--- src/design/stx_lcfp_pkg.sv ---
// Shared constants, types and command/status structs of the frame parser.
`default_nettype none

package stx_lcfp_pkg;

    // Payload store size and derived widths
    localparam int MAX_PAYLOAD = 64;
    localparam int ADDR_W      = (MAX_PAYLOAD > 1) ? $clog2(MAX_PAYLOAD) : 1;
    localparam int BYTE_W      = 8;
    localparam int LEN_W       = 7;
    localparam int POS_W       = 6;
    localparam int IDX_W       = 1;

    // Register reset values
    localparam logic [BYTE_W-1:0] START_BYTE_RESET = 8'h02;
    localparam logic [BYTE_W-1:0] END_BYTE_RESET   = 8'h03;

    // Configuration register indexes
    typedef enum logic [IDX_W-1:0] {
        REG_START_BYTE = 1'd0,
        REG_END_BYTE   = 1'd1
    } reg_idx_t;

    // Controller states
    typedef enum logic [2:0] {
        ST_START      = 3'd0,
        ST_LENGTH     = 3'd1,
        ST_FILL       = 3'd2,
        ST_CHECK      = 3'd3,
        ST_END        = 3'd4,
        ST_DRAIN_READ = 3'd5,
        ST_DRAIN_LOAD = 3'd6
    } state_t;

    // Commands from controller to datapath
    typedef struct packed {
        logic take_length;
        logic take_fill;
        logic start_drain;
        logic load_out;
    } cmd_t;

    // Status from datapath to controller
    typedef struct packed {
        logic rx_is_start;
        logic length_ok;
        logic fill_done;
        logic sum_match;
        logic end_match;
        logic length_zero;
        logic out_free;
        logic drain_last;
    } status_t;

endpackage

`default_nettype wire

--- src/design/stx_lcfp_ctrl.sv ---
// Frame parser controller: phase state machine and command generation.
`default_nettype none

module stx_lcfp_ctrl
    import stx_lcfp_pkg::*;
(
    input  wire logic    clk,
    input  wire logic    rst_n,
    input  wire logic    in_valid,
    output logic         in_ready,
    input  wire status_t sts,
    output cmd_t         cmd
);

    state_t state_reg;
    state_t state_next;

    // State register
    always_ff @(posedge clk or negedge rst_n)
    begin
        if (!rst_n)
        begin
            state_reg <= ST_START;
        end
        else
        begin
            state_reg <= state_next;
        end
    end

    // Next state and commands
    always_comb
    begin
        state_next = state_reg;
        in_ready   = 1'b0;
        cmd        = '0;
        unique case (state_reg)
            ST_START:
            begin
                in_ready = 1'b1;
                if (in_valid && sts.rx_is_start)
                begin
                    state_next = ST_LENGTH;
                end
            end
            ST_LENGTH:
            begin
                in_ready = 1'b1;
                if (in_valid)
                begin
                    cmd.take_length = 1'b1;
                    if (sts.length_ok)
                    begin
                        state_next = ST_FILL;
                    end
                end
            end
            ST_FILL:
            begin
                in_ready = 1'b1;
                if (in_valid)
                begin
                    cmd.take_fill = 1'b1;
                    if (sts.fill_done)
                    begin
                        state_next = ST_CHECK;
                    end
                end
            end
            ST_CHECK:
            begin
                in_ready = 1'b1;
                if (in_valid)
                begin
                    state_next = sts.sum_match ? ST_END : ST_START;
                end
            end
            ST_END:
            begin
                in_ready = 1'b1;
                if (in_valid)
                begin
                    if (sts.end_match && !sts.length_zero)
                    begin
                        cmd.start_drain = 1'b1;
                        state_next      = ST_DRAIN_READ;
                    end
                    else
                    begin
                        state_next = ST_START;
                    end
                end
            end
            ST_DRAIN_READ:
            begin
                // wait for the store read data
                state_next = ST_DRAIN_LOAD;
            end
            ST_DRAIN_LOAD:
            begin
                if (sts.out_free)
                begin
                    cmd.load_out = 1'b1;
                    state_next   = sts.drain_last ? ST_START : ST_DRAIN_READ;
                end
            end
            default:
            begin
                state_next = ST_START;
            end
        endcase
    end

endmodule

`default_nettype wire

--- config.mk ---
export PLATFORM = sky130hd
export DESIGN_NAME = stx_lcfp_ctrl
export DESIGN_NICKNAME = d
export VERILOG_FILES = /design/src/design/stx_lcfp_pkg.sv /design/src/design/stx_lcfp_ctrl.sv
export SDC_FILE = /design/constraint.sdc
export NUM_CORES = 1
export LEC_CHECK = 0
export BUFFER_PORTS_ARGS = -buffer_cell sky130_fd_sc_hd__buf_2
export CAP_MARGIN = 5
export CELL_PAD_IN_SITES_DETAIL_PLACEMENT = 0
export CELL_PAD_IN_SITES_GLOBAL_PLACEMENT = 2
export CORE_MARGIN = 5
export CORE_UTILIZATION = 19
export DETAILED_ROUTE_END_ITERATION = 8
export GPL_TIMING_DRIVEN = 0
export HOLD_SLACK_MARGIN = 0.02
export PLACE_DENSITY_LB_ADDON = 0.12
export SLEW_MARGIN = 5
export SYNTH_ARGS = -nofsm -noshare
export SYNTH_HDL_FRONTEND = slang
export SYNTH_SLANG_ARGS = --single-unit
--- constraint.sdc ---
create_clock -name clk -period 1.6 [get_ports clk]
set_clock_uncertainty 0.2 [all_clocks]
set_input_delay 0.08 -clock clk [delete_from_list [all_inputs] [get_ports clk]]
set_output_delay 0.08 -clock clk [all_outputs]
set_load 0.02 [all_outputs]
==> metrics.md <==
| Metric | Value |
|---|---|
| Status | finished, violations left |
| Failing checks | setup timing |
| Initial core utilization | 0.194 |
| Placed Area | 380 um2 |
| Setup CP Type | reg -> reg |
| Post-Synth Simple-Gate Area | 0.434 |
| Maximum VDD drop | 0.000308 V |
| Worst hold path type | in -> reg |
| Largest net degree at the start of global routing | 11 |
| Logic pwr share | 0.653 |
| Total power | 0.787 mW |
| Part of the cycle the worst path needs | 1.09 |
| Cell Area, Synth | 285 um2 |
| Final core utilization | 0.372 |
| CTS H-tree lvls | 1 |
| Synth area leader | dfrtp_1 |
| Worst-Skew Late Latency | 230 ps |
| Buffers on Ports | 15 |
| Area of the core | 1470 um2 |
| Max cap viols | 0 |
| Final-report max-slew violation count | 0 |
| Final WS setup | -147 ps |
| Cell row count | 14 |
| Sw frac | 0.398 |
| Largest family of logic cells by synthesized area | simple AND/OR/NAND/NOR gates |
| Placed Cells incl. Taps | 63 |
| CTS tree | yes |
| Ys flop type | dfrtp_1 |
| Layout Nets | 72 |
| Mux share of post-synthesis cell area | 0.0351 |
| Unrepaired setup endpoints after global routing | yes |
| Grt ovf | 0 |
| Final WL | 917 um |
| # DRC | 0 |
| Top cells by area, synth | dfrtp_1, nor4b_1, o21ai_0 |
| IO Count | 16 |
| Net Count, Synth | 43 |
| Leakage | 0.258 nW |
| Routed Antenna Nets | 0 |
| Via count | 352 |
| Layout cells sized above 1 | 0.633 |
| Slowest stage cell, crit path | or4_4 |
| Worst EP required | 1550 ps |
| Max reg flops | 3 |
| HPWL after DPL | 655 um |
| Fmax | 0.572 GHz |
| Synthesis warning total | 0 |
| CP Capture Type | flip-flop |
| CTS Root Cell | clkbuf_4 |
| CP Cell Sequence | nor4b_4, or4_4, a31o_1, o21ai_1 |
| Design area | 547 um2 |
| XOR/XNOR Fraction of Synth Area | 0 |
| Buf/Inv on CP | 0 |
| Wirelength per Cell | 12.1 um |
| CP startpoint kind | flip-flop |
| Vias in the first global route | 361 |
| Seq/Total Area, Yosys | 0.263 |
| Vias per inst | 4.63 |
| Clock Sinks | 3 |
| Power per cell area | 1440 nW/um2 |
| Initial DRC count | 7 |
| Final Hold Viols | 0 |
| Least-Margin Pin Slew | 216 ps |
| Fin crit period | 1750 ps |
| FFs w/ async S/R, synth | 1.00 |
| CTS Buf Count | 3 |
| Clock power share | 0.163 |
| Adder-cell share of the synthesized area | 0 |
| Critical Path Fanout Max | 5 |
| Crit path DAT | 1690 ps |
| Net Sw Power | 0.313 mW |
| Layout Area Growth over Synthesis | 91.7% |
| Post-synthesis compound-gate area fraction | 0.189 |
| Worst-path clk slew | 40 ps |
| Endpoints failing setup | 5 |
| Non-Filler Instances | 76 |
| Sequential Power Share | 0.184 |
| Yosys top cell area share | 0.263 |
| Netlist cell types | 24 |
| GRT Util Overall | 0.0836 |
| Avg Inst Size Synth | 8.91 um2 |
| Syn Inst Count | 32 |
| Clock buffer depth | 2 |
| Fill count | 161 |
| Initial antenna violation count | 0 |
| First-pass GRT wire length | 1.61 mm |
| Flip-flop and latch count after synthesis | 3 |
| Crit-path max cell delay | 560 ps |
| Die Wd | 48.8 um |
| Die area | 2380 um2 |
| Post-synth EDFFs | 0 |
| Post-synth top cells | dfrtp_1, nor2_1, o21ai_0 |
| Cell family with most CP delay | simple AND/OR/NAND/NOR gates |
| Chip height | 48.8 um |
| Router iterations before antenna repair | 3 |
| GP Congestion | 0.683 |
| Slew headroom | 0.855 |
| Int Pwr | 0.474 mW |
| Ant diodes | 0 |
==> worst min-delay path: cells and delay by family <==
kind / cells / cell delay, ps
compound gates: 2 / 230
buf+inv: 1 / 90
simple gates: 1 / 50
==> path summary, 6_finish.rpt <==
kind / startpoint / end / slack, ps / cells past startpoint
setup reg to reg: state_reg[0] / state_reg[2] / -150 / 4
setup / recovery: state_reg[0] / state_reg[2] / -150 / 4
min in group asynchronous: rst_n / state_reg[1] / 530 / 3
hold reg to reg: state_reg[2] / state_reg[2] / 500 / 3
hold / removal: sts[5] / state_reg[2] / 70 / 4
max in group asynchronous: rst_n / state_reg[0] / 510 / 3
==> cell type report <==
type                            instances  area [um2]  share of cell area
Multi-Input combinational cell         26         238               0.435
Inverter                                1        3.75             0.00686
Tap cell                               16        20.0              0.0366
Timing Repair Buffer                   26         180               0.330
Sequential cell                         3        78.8               0.144
Clock buffer                            4        26.3              0.0481
==> routing by layer <==
layer	track usage	wire, um	part of all wire
met1	0.108	405	0.44
met2	0.120	450	0.49
met3	0.0337	61	0.067
met4	0.0404	0	0
met5	0	0	0
==> kinds of logic after synthesis <==
| logic type | after synthesis |
|---|---|
| compound gates | 9 |
| flops | 3 |
| simple gates | 16 |
| buf+inv | 3 |
| mux | 1 |
==> power groups by stage <==
stage               combinational, mW  clock (mW)  sequential, mW
finish                          0.514       0.128           0.145
floorplan                       0.252           0           0.141
global route                    0.555       0.142           0.152
global placement                0.322           0           0.161
detailed placement              0.323           0           0.163
CTS                             0.510       0.135           0.143
==> cell usage in the layout, fill, tap and decap left out, types with 2 or more instances in the layout <==
| master | instances |
|---|---|
| nor4b_4 | 2 |
| dfrtp_2 | 3 |
| clkbuf_4 | 3 |
| nor2_1 | 3 |
| a21oi_1 | 2 |
| dlygate4sd3_1 | 2 |
| buf_2 | 11 |
| buf_6 | 2 |
| o21ai_0 | 3 |
| buf_4 | 11 |
==> through the flow <==
step,setup WS (ps),hold WS [ps],setup TNS [ps]
6_report,-147,71.0,-583
5_1_grt,-194,77.2,-920
4_1_cts,-154,60.5,-669
3_5_place_dp,-261,-323,-718
3_3_place_gp,-251,-326,-683
2_1_floorplan,-110,-416,-282
==> repair_timing <==
action,in CTS,in global routing
pin swaps,4,1
resized for setup,9,7
hold buffers,2,0
endpoints found under the setup margin,4,7
hold endpoints to repair,3,0
buffers inserted,9,0
cloned,0,0
(Power assumes the default switching activity.)
