## src/design/stx_lcfp_pkg.sv

```systemverilog
// Shared constants, types and command/status structs of the frame parser.
`default_nettype none

package stx_lcfp_pkg;

    // Payload store size and derived widths
    localparam int MAX_PAYLOAD = 64;
    localparam int ADDR_W      = (MAX_PAYLOAD > 1) ? $clog2(MAX_PAYLOAD) : 1;
    localparam int BYTE_W      = 8;
    localparam int LEN_W       = 7;
    localparam int POS_W       = 6;
    localparam int IDX_W       = 1;

    // Register reset values
    localparam logic [BYTE_W-1:0] START_BYTE_RESET = 8'h02;
    localparam logic [BYTE_W-1:0] END_BYTE_RESET   = 8'h03;

    // Configuration register indexes
    typedef enum logic [IDX_W-1:0] {
        REG_START_BYTE = 1'd0,
        REG_END_BYTE   = 1'd1
    } reg_idx_t;

    // Controller states
    typedef enum logic [2:0] {
        ST_START      = 3'd0,
        ST_LENGTH     = 3'd1,
        ST_FILL       = 3'd2,
        ST_CHECK      = 3'd3,
        ST_END        = 3'd4,
        ST_DRAIN_READ = 3'd5,
        ST_DRAIN_LOAD = 3'd6
    } state_t;

    // Commands from controller to datapath
    typedef struct packed {
        logic take_length;
        logic take_fill;
        logic start_drain;
        logic load_out;
    } cmd_t;

    // Status from datapath to controller
    typedef struct packed {
        logic rx_is_start;
        logic length_ok;
        logic fill_done;
        logic sum_match;
        logic end_match;
        logic length_zero;
        logic out_free;
        logic drain_last;
    } status_t;

endpackage

`default_nettype wire

```

## src/design/stx_lcfp_dp.sv

```systemverilog
// Frame parser datapath: config registers, counters, checksum, store, output register.
`default_nettype none

module stx_lcfp_dp
    import stx_lcfp_pkg::*;
(
    input  wire logic              clk,
    input  wire logic              rst_n,
    input  wire logic              wr_en,
    input  wire logic [IDX_W-1:0]  wr_index,
    input  wire logic [BYTE_W-1:0] wr_data,
    input  wire logic [BYTE_W-1:0] rx_byte,
    input  wire cmd_t              cmd,
    output status_t                sts,
    input  wire logic              out_ready,
    output logic                   out_valid,
    output logic [BYTE_W-1:0]      out_byte,
    output logic [POS_W-1:0]       out_pos,
    output logic                   out_last
);

    logic [BYTE_W-1:0] start_byte_reg;
    logic [BYTE_W-1:0] end_byte_reg;
    logic [LEN_W-1:0]  frame_length_reg;
    logic [LEN_W-1:0]  bytes_taken_reg;
    logic [LEN_W-1:0]  bytes_taken_next;
    logic [BYTE_W-1:0] running_sum_reg;
    logic [LEN_W-1:0]  rd_idx_reg;
    logic [LEN_W-1:0]  rd_idx_inc;
    logic [ADDR_W-1:0] fill_slot;
    logic [BYTE_W-1:0] store_mem [MAX_PAYLOAD];
    logic [BYTE_W-1:0] rd_data_reg;
    logic              out_valid_reg;
    logic [BYTE_W-1:0] out_byte_reg;
    logic [POS_W-1:0]  out_pos_reg;
    logic              out_last_reg;

    // Configuration writes
    always_ff @(posedge clk or negedge rst_n)
    begin
        if (!rst_n)
        begin
            start_byte_reg <= START_BYTE_RESET;
            end_byte_reg   <= END_BYTE_RESET;
        end
        else if (wr_en)
        begin
            unique case (reg_idx_t'(wr_index))
                REG_START_BYTE: start_byte_reg <= wr_data;
                REG_END_BYTE:   end_byte_reg   <= wr_data;
                default:        ;
            endcase
        end
    end

    // Count, slot and read index arithmetic
    assign bytes_taken_next = bytes_taken_reg + LEN_W'(1);
    assign rd_idx_inc       = rd_idx_reg + LEN_W'(1);
    assign fill_slot        = (bytes_taken_reg >= LEN_W'(MAX_PAYLOAD))
                              ? ADDR_W'(MAX_PAYLOAD - 1)
                              : bytes_taken_reg[ADDR_W-1:0];

    // Frame length, fill count and checksum
    always_ff @(posedge clk or negedge rst_n)
    begin
        if (!rst_n)
        begin
            frame_length_reg <= '0;
            bytes_taken_reg  <= '0;
            running_sum_reg  <= '0;
        end
        else if (cmd.take_length)
        begin
            bytes_taken_reg <= '0;
            running_sum_reg <= '0;
            if (sts.length_ok)
            begin
                frame_length_reg <= LEN_W'(rx_byte);
            end
        end
        else if (cmd.take_fill)
        begin
            bytes_taken_reg <= bytes_taken_next;
            if (bytes_taken_reg < frame_length_reg)
            begin
                running_sum_reg <= running_sum_reg + rx_byte;
            end
        end
    end

    // Payload store: write while filling, registered read at the drain index
    always_ff @(posedge clk)
    begin
        if (cmd.take_fill)
        begin
            store_mem[fill_slot] <= rx_byte;
        end
        rd_data_reg <= store_mem[rd_idx_reg[ADDR_W-1:0]];
    end

    // Drain index
    always_ff @(posedge clk or negedge rst_n)
    begin
        if (!rst_n)
        begin
            rd_idx_reg <= '0;
        end
        else if (cmd.start_drain)
        begin
            rd_idx_reg <= '0;
        end
        else if (cmd.load_out)
        begin
            rd_idx_reg <= rd_idx_inc;
        end
    end

    // Output register: hold until taken
    always_ff @(posedge clk or negedge rst_n)
    begin
        if (!rst_n)
        begin
            out_valid_reg <= 1'b0;
        end
        else if (cmd.load_out)
        begin
            out_valid_reg <= 1'b1;
        end
        else if (out_ready)
        begin
            out_valid_reg <= 1'b0;
        end
    end

    always_ff @(posedge clk)
    begin
        if (cmd.load_out)
        begin
            out_byte_reg <= rd_data_reg;
            out_pos_reg  <= rd_idx_reg[POS_W-1:0];
            out_last_reg <= sts.drain_last;
        end
    end

    // Status to controller
    always_comb
    begin
        sts.rx_is_start = (rx_byte == start_byte_reg);
        sts.length_ok   = (rx_byte <= BYTE_W'(MAX_PAYLOAD));
        sts.fill_done   = (bytes_taken_next >= frame_length_reg);
        sts.sum_match   = (rx_byte == running_sum_reg);
        sts.end_match   = (rx_byte == end_byte_reg);
        sts.length_zero = (frame_length_reg == '0);
        sts.out_free    = !out_valid_reg || out_ready;
        sts.drain_last  = (rd_idx_inc == frame_length_reg);
    end

    assign out_valid = out_valid_reg;
    assign out_byte  = out_byte_reg;
    assign out_pos   = out_pos_reg;
    assign out_last  = out_last_reg;

endmodule

`default_nettype wire

```

## config.mk

```make
export PLATFORM = sky130hd
export DESIGN_NAME = stx_lcfp_dp
export DESIGN_NICKNAME = d
export VERILOG_FILES = /design/src/design/stx_lcfp_pkg.sv /design/src/design/stx_lcfp_dp.sv
export SDC_FILE = /design/constraint.sdc
export NUM_CORES = 1
export LEC_CHECK = 0
export BUFFER_PORTS_ARGS = -buffer_cell sky130_fd_sc_hd__buf_2
export CORE_ASPECT_RATIO = 1.2
export CORE_UTILIZATION = 50
export DETAILED_ROUTE_END_ITERATION = 8
export PLACE_DENSITY = 0.66
export SLEW_MARGIN = 20
export SYNTH_ARGS = -nofsm -noshare
export SYNTH_HDL_FRONTEND = slang
export SYNTH_SLANG_ARGS = --single-unit
```

## constraint.sdc

```tcl
create_clock -name clk -period 2.42 [get_ports clk]
set_input_delay 0.242 -clock clk [delete_from_list [all_inputs] [get_ports clk]]
set_output_delay 0.242 -clock clk [all_outputs]
set_load 0.02 [all_outputs]
```

==> results of run 1 <==
layer usage:
layer	track usage	vias up
li1	-	5745
met3	0.03863	91
met1	0.3069	6606
met2	0.4014	475
met4	0.08392	0
met5	0	-
worst paths after layout:
check | start | to | cells past startpoint
max | bytes_taken_reg[1]$_DFFE_PN0P_ | sts[5] | 9
min | cmd[3] | running_sum_reg[0]$_DFFE_PN0P_ | 2
max reg2reg | rd_idx_reg[0]$_DFFE_PN0P_ | rd_data_reg[2]$_DFF_P_ | 10
min reg2reg | rd_data_reg[7]$_DFF_P_ | out_byte[7]$_DFFE_PP_ | 0
max in group asynchronous | rst_n | bytes_taken_reg[0]$_DFFE_PN0P_ | 3
min in group asynchronous | rst_n | end_byte_reg[5]$_DFFE_PN0P_ | 2
layout make-up:
class                      count  area [um2]
clock inverter                43       440.4
sequential                   581       17150
tap                          616       770.7
fill                        3372       18320
multi-input combinational    684        6241
inverter                      11       41.29
timing repair buffer         231        1887
clock buffer                  61        1420
where the power goes:
part,internal [W],switching (W),total (W)
registers,0.0111,0.000135,0.0113
clock network,0.00510,0.00371,0.00881
logic,0.000947,0.00113,0.00208
total,0.0172,0.00498,0.0222
layout by cell type (no fill, tap or decap), types with 5 or more instances in the layout:
master	n
o22ai_1	8
nand3_1	24
mux2_1	6
clkinv_1	13
clkbuf_16	58
bufinv_16	8
dfxtp_1	8
buf_12	11
o21ai_1	18
dlygate4sd3_1	11
nor3_1	10
dfrtp_1	38
buf_2	45
ha_1	19
buf_4	151
inv_1	10
o21ai_0	5
edfxtp_1	527
clkinv_2	12
xnor2_1	29
nor2b_1	13
mux2i_1	112
nand4_1	10
a21oi_1	34
xor2_1	14
nand2b_1	7
buf_6	8
a22o_1	7
a22oi_1	32
mux2_2	24
nand2_1	64
nor2_1	94
a221oi_1	6
mux4_2	80
clkbuf_1	5
stage by stage:
stage,area (um2),std cells,setup WS (ns)
2_1_floorplan,23580,1346,0.2340
3_3_place_gp,25490,2092,0.06974
3_5_place_dp,25490,2092,0.001257
4_1_cts,27580,2214,-0.2944
5_1_grt,27950,2227,-0.2797
6_report,27950,2227,-0.1536
cell families (layout without fill, tap and decap cells):
group | after synthesis | in the layout | synth area share
muxes | 222 | 222 | 0.1383
and+or+nand+nor | 252 | 252 | 0.04808
AOI/OAI and AO/OA | 140 | 140 | 0.03927
buffers and inverters | 81 | 346 | 0.01725
adders and majority gates | 24 | 24 | 0.01305
xor gates and xnor gates | 46 | 46 | 0.01709
DFF | 581 | 581 | 0.7270
what timing repair did:
action | 4_1_cts | 5_1_grt
resized for setup | 19 | 43
gates cloned | 0 | 2
pin swaps | 4 | 4
setup endpoints to repair | 4 | 12
buffers inserted | 7 | 11
hold endpoints to repair | 64 | 0
hold buffers | 11 | 0
==> results.json, run 1 <==
{
  "outcome": "complete, but fails checks",
  "violations": "negative setup slack",
  "area_delta_synth_final_pct": 18.55,
  "clk-insertion-delay-late_ns": 0.62,
  "layout-drive-gt1-share": 0.2806,
  "powerDensity_nw_per_um2": 792.9,
  "ys_seq_elements": 581,
  "firstDrtPassIters": 8,
  "largest_reg_flops": 512,
  "htree_num_levels": 2,
  "syn_inst": 1346,
  "start_kind": "flop",
  "postRouteAntennaNets": 0,
  "gp_congestion": 0.8875,
  "fin_util": 0.6041,
  "synth_most_common_cell": "edfxtp_1",
  "wire_per_inst_um": 25.01,
  "top_layer": "met4",
  "yosys.area.top_type": "edfxtp_1",
  "critPathSlowestCell": "dfrtp_1",
  "cp_common_cell": "o21ai_2",
  "slew_headroom": 0.4211,
  "grt_max_degree": 69,
  "clockRootBuffer": "clkbuf_16",
  "max_stage_delay_ns": 0.41,
  "synth_area_um2": 23580,
  "wl_met3_um": 3463,
  "synth_nets": 1395,
  "synth_edf_count": 527,
  "fin_tns_setup_ns": -0.2463,
  "dr_wl_met2_um": 28000,
  "initial_core_util": 0.5096,
  "fin_ws_ns": -0.1536,
  "dieArea_um2": 48030,
  "cp_num_buf_inv": 1,
  "die_x_um": 200.2,
  "drv_slew": 0,
  "cp-end-kind": "output port",
  "cp.required_ns": 2.18,
  "ys_async_sr_fraction": 0.07917,
  "final_nets": 1614,
  "timing.fmax_mhz": 388.6,
  "finalSetupViolCount": 2,
  "syn-mean-instance-area_um2": 17.52,
  "die_y_um": 239.9,
  "routed_wirelength_um": 55700,
  "grt.overflow.total": 0,
  "cts_buffer_depth": 3,
  "met1_length_um": 22520,
  "cts_inserted_buffers": 56,
  "route.vias.total": 12920,
  "hold_slack_ns": 0.02569,
  "viasPerCell": 5.800,
  "largest-register": "store_mem",
  "dpl.hpwl_um": 36470,
  "fin_skew_ns": 0.02957,
  "path_max_fanout": 2,
  "period_minus_slack_ns": 2.574,
  "path_class": "flop to output port",
  "grt_pass1_vias": 13030,
  "yosys_most_used_dff": "edfxtp_1",
  "antenna_found_initial": 1,
  "grt_pass1_wl_um": 82630,
  "hold_class": "primary input to flop",
  "drv_cap": 0,
  "period_share": 1.063,
  "critical_path.top_delay_family": "compound AO/OA/AOI/OAI gates",
  "peakVddDrop_uv": 594.8,
  "antennaDiodeCount": 0,
  "io_buffers": 48,
  "core.rowCount": 86,
  "rsz0062_at_grt": "true",
  "worst_pin_slew_ns": 0.8684,
  "clk_pin_slew_ns": 0.06,
  "synth_top_area_frac": 0.6712,
  "seq_area_frac_synth": 0.7270,
  "drt_iter0_drc": 1244,
  "ys_top_cells_by_area": "edfxtp_1, mux4_2, mux2i_1",
  "core-area_um2": 46270,
  "clock_sinks": 581,
  "drcViolationCount": 0,
  "track_usage": 0.2354,
  "yosysWarnings": 0,
  "p_leak_nw": 9.442,
  "reg2reg_slack_ns": 0.02,
  "power_w": 0.02216,
  "cts_tree": "built",
  "hold_viol": 0,
  "io_pins": 49,
  "yosys-top-cells-count": "edfxtp_1, mux2i_1, nor2_1",
  "path_cells": "ha_4 > ha_1 > a21boi_1 > o21a_1 > o21ai_2 > nand2b_1 > a21oi_2 > o21ai_2 > buf_6",
  "critPathArrivalTime_ns": 2.33,
  "synth_cell_types": 55
}
(Power assumes the default switching activity.)
==> inputs of run 2 (changes only) <==
--- a/config.mk
+++ b/config.mk
@@ -10,6 +10,7 @@
 export CORE_UTILIZATION = 50
 export DETAILED_ROUTE_END_ITERATION = 8
 export PLACE_DENSITY = 0.66
+export REMOVE_ABC_BUFFERS = 1
 export SLEW_MARGIN = 20
 export SYNTH_ARGS = -nofsm -noshare
 export SYNTH_HDL_FRONTEND = slang
==> results.json, run 2 (synthesis gave the netlist of run 1 again) <==
{
  "firstDrtPassIters": 6,
  "period_share": 1.086,
  "grt.overflow.total": 0,
  "largest-register": "store_mem",
  "htree_num_levels": 2,
  "wire_per_inst_um": 24.84,
  "dpl.cell_count": 2092,
  "holdPathStages": 4,
  "path_cells": "ha_4 > ha_4 > a21boi_1 > o21a_1 > o21ai_2 > nand2b_1 > a21oi_2 > o21ai_2 > buf_6",
  "r2r-start": "rd_idx_reg[0]$_DFFE_PN0P_",
  "clock_sinks": 581,
  "gp_congestion": 0.8704,
  "grt_pass1_wl_um": 82460,
  "critPathArrivalTime_ns": 2.39,
  "fin_skew_ns": 0.03000,
  "route.vias.total": 12850,
  "clk-insertion-delay-late_ns": 0.63,
  "cts_inserted_buffers": 55,
  "reg2reg_slack_ns": 0.04,
  "rr_worst_depth": 9,
  "drt_iter0_drc": 1060,
  "timing.fmax_mhz": 380.4,
  "post-place-ws_ns": -0.03585,
  "final_cell_mix": "edfxtp_1, buf_4, mux2i_1, nor2_1, mux4_2",
  "wl_met3_um": 3275,
  "rsz0062_at_grt": "true",
  "critical_path.top_delay_family": "compound AO/OA/AOI/OAI gates",
  "antennaDiodeCount": 0,
  "core-area_um2": 46270,
  "final_nets": 1609,
  "finalSetupViolCount": 2,
  "regToRegEndpoint": "rd_data_reg[5]$_DFF_P_",
  "die_x_um": 200.2,
  "fin_ws_ns": -0.2085,
  "antenna_found_initial": 1,
  "critPathSlowestCell": "dfrtp_1",
  "cp-end-kind": "output port",
  "cp_num_buf_inv": 1,
  "violations": "negative setup slack",
  "cts_tree": "built",
  "start_kind": "flop",
  "grt_max_degree": 69,
  "hold_viol": 0,
  "grt_pass1_vias": 13310,
  "worst_pin_slew_ns": 1.023,
  "path_max_fanout": 2,
  "dpl.hpwl_um": 35600,
  "postRouteAntennaNets": 0,
  "met1_length_um": 22190,
  "cp.required_ns": 2.18,
  "clk_pin_slew_ns": 0.06,
  "hold_class": "primary input to flop",
  "min_to": "running_sum_reg[1]$_DFFE_PN0P_",
  "outcome": "complete, but fails checks",
  "cts_buffer_depth": 3,
  "path_class": "flop to output port",
  "p_leak_nw": 9.407,
  "track_usage": 0.2342,
  "hp-start": "rx_byte[1]",
  "dieArea_um2": 48030,
  "period_minus_slack_ns": 2.629,
  "drcViolationCount": 0,
  "largest_reg_flops": 512,
  "clockRootBuffer": "clkbuf_16",
  "top_layer": "met4",
  "max_stage_delay_ns": 0.42,
  "area_delta_synth_final_pct": 18.20,
  "core.rowCount": 86,
  "dr_wl_met2_um": 27910,
  "io_buffers": 48,
  "viasPerCell": 5.782,
  "powerDensity_nw_per_um2": 792.6,
  "drv_slew": 0,
  "layout-drive-gt1-share": 0.2757,
  "routed_wirelength_um": 55230,
  "drv_cap": 0,
  "fin_util": 0.6023,
  "final_common_cell": "edfxtp_1",
  "slew_headroom": 0.3137,
  "die_y_um": 239.9,
  "initial_core_util": 0.5096,
  "finalNonFillerCells": 2223,
  "peakVddDrop_uv": 734.6,
  "io_pins": 49
}
-- run 2: per-layer routing --
layer,up-vias,global-route usage
li1,5719,-
met1,6579,0.3028
met2,452,0.4021
met3,103,0.03551
met4,0,0.08834
met5,-,0
-- run 2: metrics by stage --
stage / setup TNS, ns / power, W / hold slack, ns / instance area, um2
4_1_cts: -0.5300 / 0.02217 / 0.08997 / 27680
2_1_floorplan: -62.38 / 0.01272 / -0.05359 / 23210
6_report: -0.2781 / 0.02209 / 0.1066 / 27870
3_5_place_dp: -0.03585 / 0.01337 / 0.2516 / 25530
5_1_grt: -0.5124 / 0.02275 / 0.1489 / 27870
3_3_place_gp: -0.02293 / 0.01333 / 0.2494 / 25530
-- run 2: power by group --
part           internal, W  switching [W]
clock network      0.00507        0.00373
registers           0.0111       0.000141
logic             0.000921        0.00109
total               0.0171        0.00496
-- run 2: worst max-delay path by stage --
stage	start	end	slack (ns)	cells after the start
4_1_cts	bytes_taken_reg[0]$_DFFE_PN0P_	sts[5]	-0.27	9
5_1_grt	bytes_taken_reg[4]$_DFFE_PN0P_	sts[5]	-0.34	7
3_3_place_gp	rd_idx_reg[0]$_DFFE_PN0P_	rd_data_reg[0]$_DFF_P_	-0.02	7
2_1_floorplan	rd_idx_reg[1]$_DFFE_PN0P_	sts[0]	-3.98	6
6_report	bytes_taken_reg[0]$_DFFE_PN0P_	sts[5]	-0.21	9
3_5_place_dp	rd_idx_reg[0]$_DFFE_PN0P_	rd_data_reg[0]$_DFF_P_	-0.04	7
-- run 2: repair_timing --
item / in CTS / in global routing
setup endpoints to repair: 5 / 11
gates resized for setup: 18 / 34
hold endpoints to repair: 77 / 0
pin swaps: 5 / 12
setup buffers: 7 / 6
hold buffers: 14 / 0
cloned: 0 / 0
-- run 2: area by class of cell --
class / count / area [um2]
fill: 3422 / 18400
inverter: 11 / 41.29
clock inverter: 29 / 262.8
timing repair buffer: 227 / 1867
sequential: 581 / 17150
clock buffer: 75 / 1604
multi-input combinational: 684 / 6172
tap: 616 / 770.7
-- run 2: worst register-to-register path: stages (launching register included) --
cell and delay [ns]:
dfrtp_4 0.51, buf_8 0.17, buf_6 0.16, buf_6 0.17
nor2_2 0.30, buf_4 0.21, a21oi_1 0.10, a311oi_4 0.36
buf_4 0.18, o22ai_1 0.09
==> inputs of run 3 (changes only) <==
--- a/config.mk
+++ b/config.mk
@@ -8,7 +8,9 @@
 export BUFFER_PORTS_ARGS = -buffer_cell sky130_fd_sc_hd__buf_2
 export CORE_ASPECT_RATIO = 1.2
 export CORE_UTILIZATION = 50
+export CTS_BUF_LIST = sky130_fd_sc_hd__clkbuf_8 sky130_fd_sc_hd__clkbuf_16
 export DETAILED_ROUTE_END_ITERATION = 8
+export HOLD_SLACK_MARGIN = 0.08
 export PLACE_DENSITY = 0.66
 export REMOVE_ABC_BUFFERS = 1
 export SLEW_MARGIN = 20
==> constraint.sdc (replaced) <==
create_clock -name clk -period 2.42 [get_ports clk]
set_input_delay 0.242 -clock clk [delete_from_list [all_inputs] [get_ports clk]]
set_output_delay 0.242 -clock clk [all_outputs]
set_load 0.1 [all_outputs]
==> results.json, run 3 (synthesis gave the netlist of run 1 again) <==
{
  "hold_slack_ns": 0.1308,
  "area_delta_synth_final_pct": 18.09,
  "regArea_um2": 17150,
  "clock_sinks": 581,
  "grt.overflow.total": 0,
  "drcViolationCount": 0,
  "regToRegEndpoint": "rd_data_reg[7]$_DFF_P_",
  "power_w": 0.02184,
  "clk-insertion-delay-late_ns": 0.62,
  "route.vias.total": 12860,
  "die_y_um": 239.9,
  "viasPerCell": 5.802,
  "clockRootBuffer": "clkbuf_16",
  "hold_viol": 0,
  "dpl_cell_area_um2": 25510,
  "period_minus_slack_ns": 2.752,
  "drv_slew": 0,
  "wire_per_inst_um": 25.10,
  "finalSetupViolCount": 2,
  "layout-drive-gt1-share": 0.2661,
  "largest_reg_flops": 512,
  "antenna_found_initial": 1,
  "worst_pin_slew_ns": 0.7990,
  "initial_core_util": 0.5096,
  "largest-register": "store_mem",
  "grt_max_degree": 68,
  "final_area_um2": 27840,
  "powerDensity_nw_per_um2": 784.5,
  "final_common_cell": "edfxtp_1",
  "critPathArrivalTime_ns": 2.51,
  "cts_buffer_depth": 3,
  "reg2reg_slack_ns": 0.07,
  "period_share": 1.137,
  "firstDrtPassIters": 5,
  "cts_tree": "built",
  "cts_inserted_buffers": 54,
  "timing.fmax_mhz": 363.4,
  "dpl.hpwl_um": 35290,
  "fin_tns_setup_ns": -0.5223,
  "hold_class": "primary input to asynchronous set/reset pin",
  "final.fill_count": 3445,
  "die_x_um": 200.2,
  "rsz0062_at_grt": "true",
  "multiInputGateArea_um2": 6202,
  "postRouteAntennaNets": 0,
  "violations": "negative setup slack",
  "final_cell_mix": "edfxtp_1, buf_4, mux2i_1, nor2_1, mux4_2",
  "r2r-start": "rd_idx_reg[0]$_DFFE_PN0P_",
  "drt_iter0_drc": 1198,
  "grt_pass1_vias": 13090,
  "fin_ws_ns": -0.3316,
  "track_usage": 0.2351,
  "core-area_um2": 46270,
  "start_kind": "flop",
  "p_leak_nw": 9.463,
  "peakVddDrop_uv": 577.8,
  "outcome": "complete, but fails checks",
  "rr_worst_depth": 8,
  "htree_num_levels": 2,
  "gp_congestion": 0.8738,
  "cp-end-kind": "output port",
  "io_buffers": 48,
  "routed_wirelength_um": 55650,
  "drv_cap": 0,
  "grt_pass1_wl_um": 82910,
  "fin_skew_ns": 0.02259,
  "slew_headroom": 0.4674,
  "final_nets": 1604,
  "path_class": "flop to output port",
  "path_max_fanout": 2,
  "dieArea_um2": 48030,
  "antennaDiodeCount": 0,
  "io_pins": 49,
  "clk_pin_slew_ns": 0.07,
  "core.rowCount": 86,
  "cp.required_ns": 2.18
}
==> run 3: report_power, final <==
part / total, W / switching (W) / internal [W]
registers: 0.0113 / 0.000125 / 0.0111
clock network: 0.00835 / 0.00364 / 0.00470
logic: 0.00224 / 0.00129 / 0.000951
total: 0.0218 / 0.00506 / 0.0168
==> run 3: how the worst max path moves through the flow <==
stage / end / cells past startpoint / slack [ns] / from
global placement: rd_data_reg[6]$_DFF_P_ / 7 / -0.1 / rd_idx_reg[0]$_DFFE_PN0P_
global route: sts[5] / 9 / -0.46 / bytes_taken_reg[0]$_DFFE_PN0P_
floorplan: out_last$_DFFE_PP_ / 6 / -5.16 / rd_idx_reg[1]$_DFFE_PN0P_
finish: sts[5] / 9 / -0.33 / bytes_taken_reg[0]$_DFFE_PN0P_
CTS: sts[5] / 9 / -0.36 / bytes_taken_reg[1]$_DFFE_PN0P_
detailed placement: rd_data_reg[6]$_DFF_P_ / 7 / -0.06 / rd_idx_reg[0]$_DFFE_PN0P_
==> run 3: final cells by class <==
cell class | instances | area share
repair buffers | 223 | 0.06921
flip-flops and latches | 581 | 0.6160
clock buffers | 61 | 0.05200
well taps | 616 | 0.02768
clock inverters | 41 | 0.01088
multi-input cells | 684 | 0.2228
inverters | 11 | 0.001483
==> run 3: through the flow <==
step | setup WS, ns | utilization | instances
3_5_place_dp | -0.06372 | 0.5513 | 2083
3_3_place_gp | -0.09960 | 0.5513 | 2083
2_1_floorplan | -5.164 | - | 1276
5_1_grt | -0.4613 | 0.6017 | 2217
4_1_cts | -0.3641 | 0.5981 | 2211
6_report | -0.3316 | 0.6017 | 2217
==> run 3: what timing repair did <==
item                                    in CTS  in global routing
hold endpoints to repair                    82                  0
endpoints found under the setup margin       5                 12
resized for setup                           25                 16
cloned                                       2                  2
setup buffers                                9                  4
hold buffers                                16                  0
pin swaps                                   15                 11
==> run 3: worst max-delay path, cell delays in order (launching register included) <==
cell,delay (ns)
dfrtp_1,0.38
ha_1,0.31
ha_1,0.27
a21boi_1,0.13
o21a_1,0.16
o21ai_1,0.12
nand2b_1,0.09
a21oi_2,0.16
o21ai_2,0.10
buf_12,0.18
==> run 3: per-layer routing <==
| metal | global-route usage | wire length [um] | vias to the layer above |
|---|---|---|---|
| li1 | - | - | 5711 |
| met1 | 0.3122 | 22740 | 6642 |
| met2 | 0.3965 | 28210 | 423 |
| met3 | 0.02779 | 2977 | 88 |
| met4 | 0.09720 | 1714 | 0 |
| met5 | 0 | 0 | - |
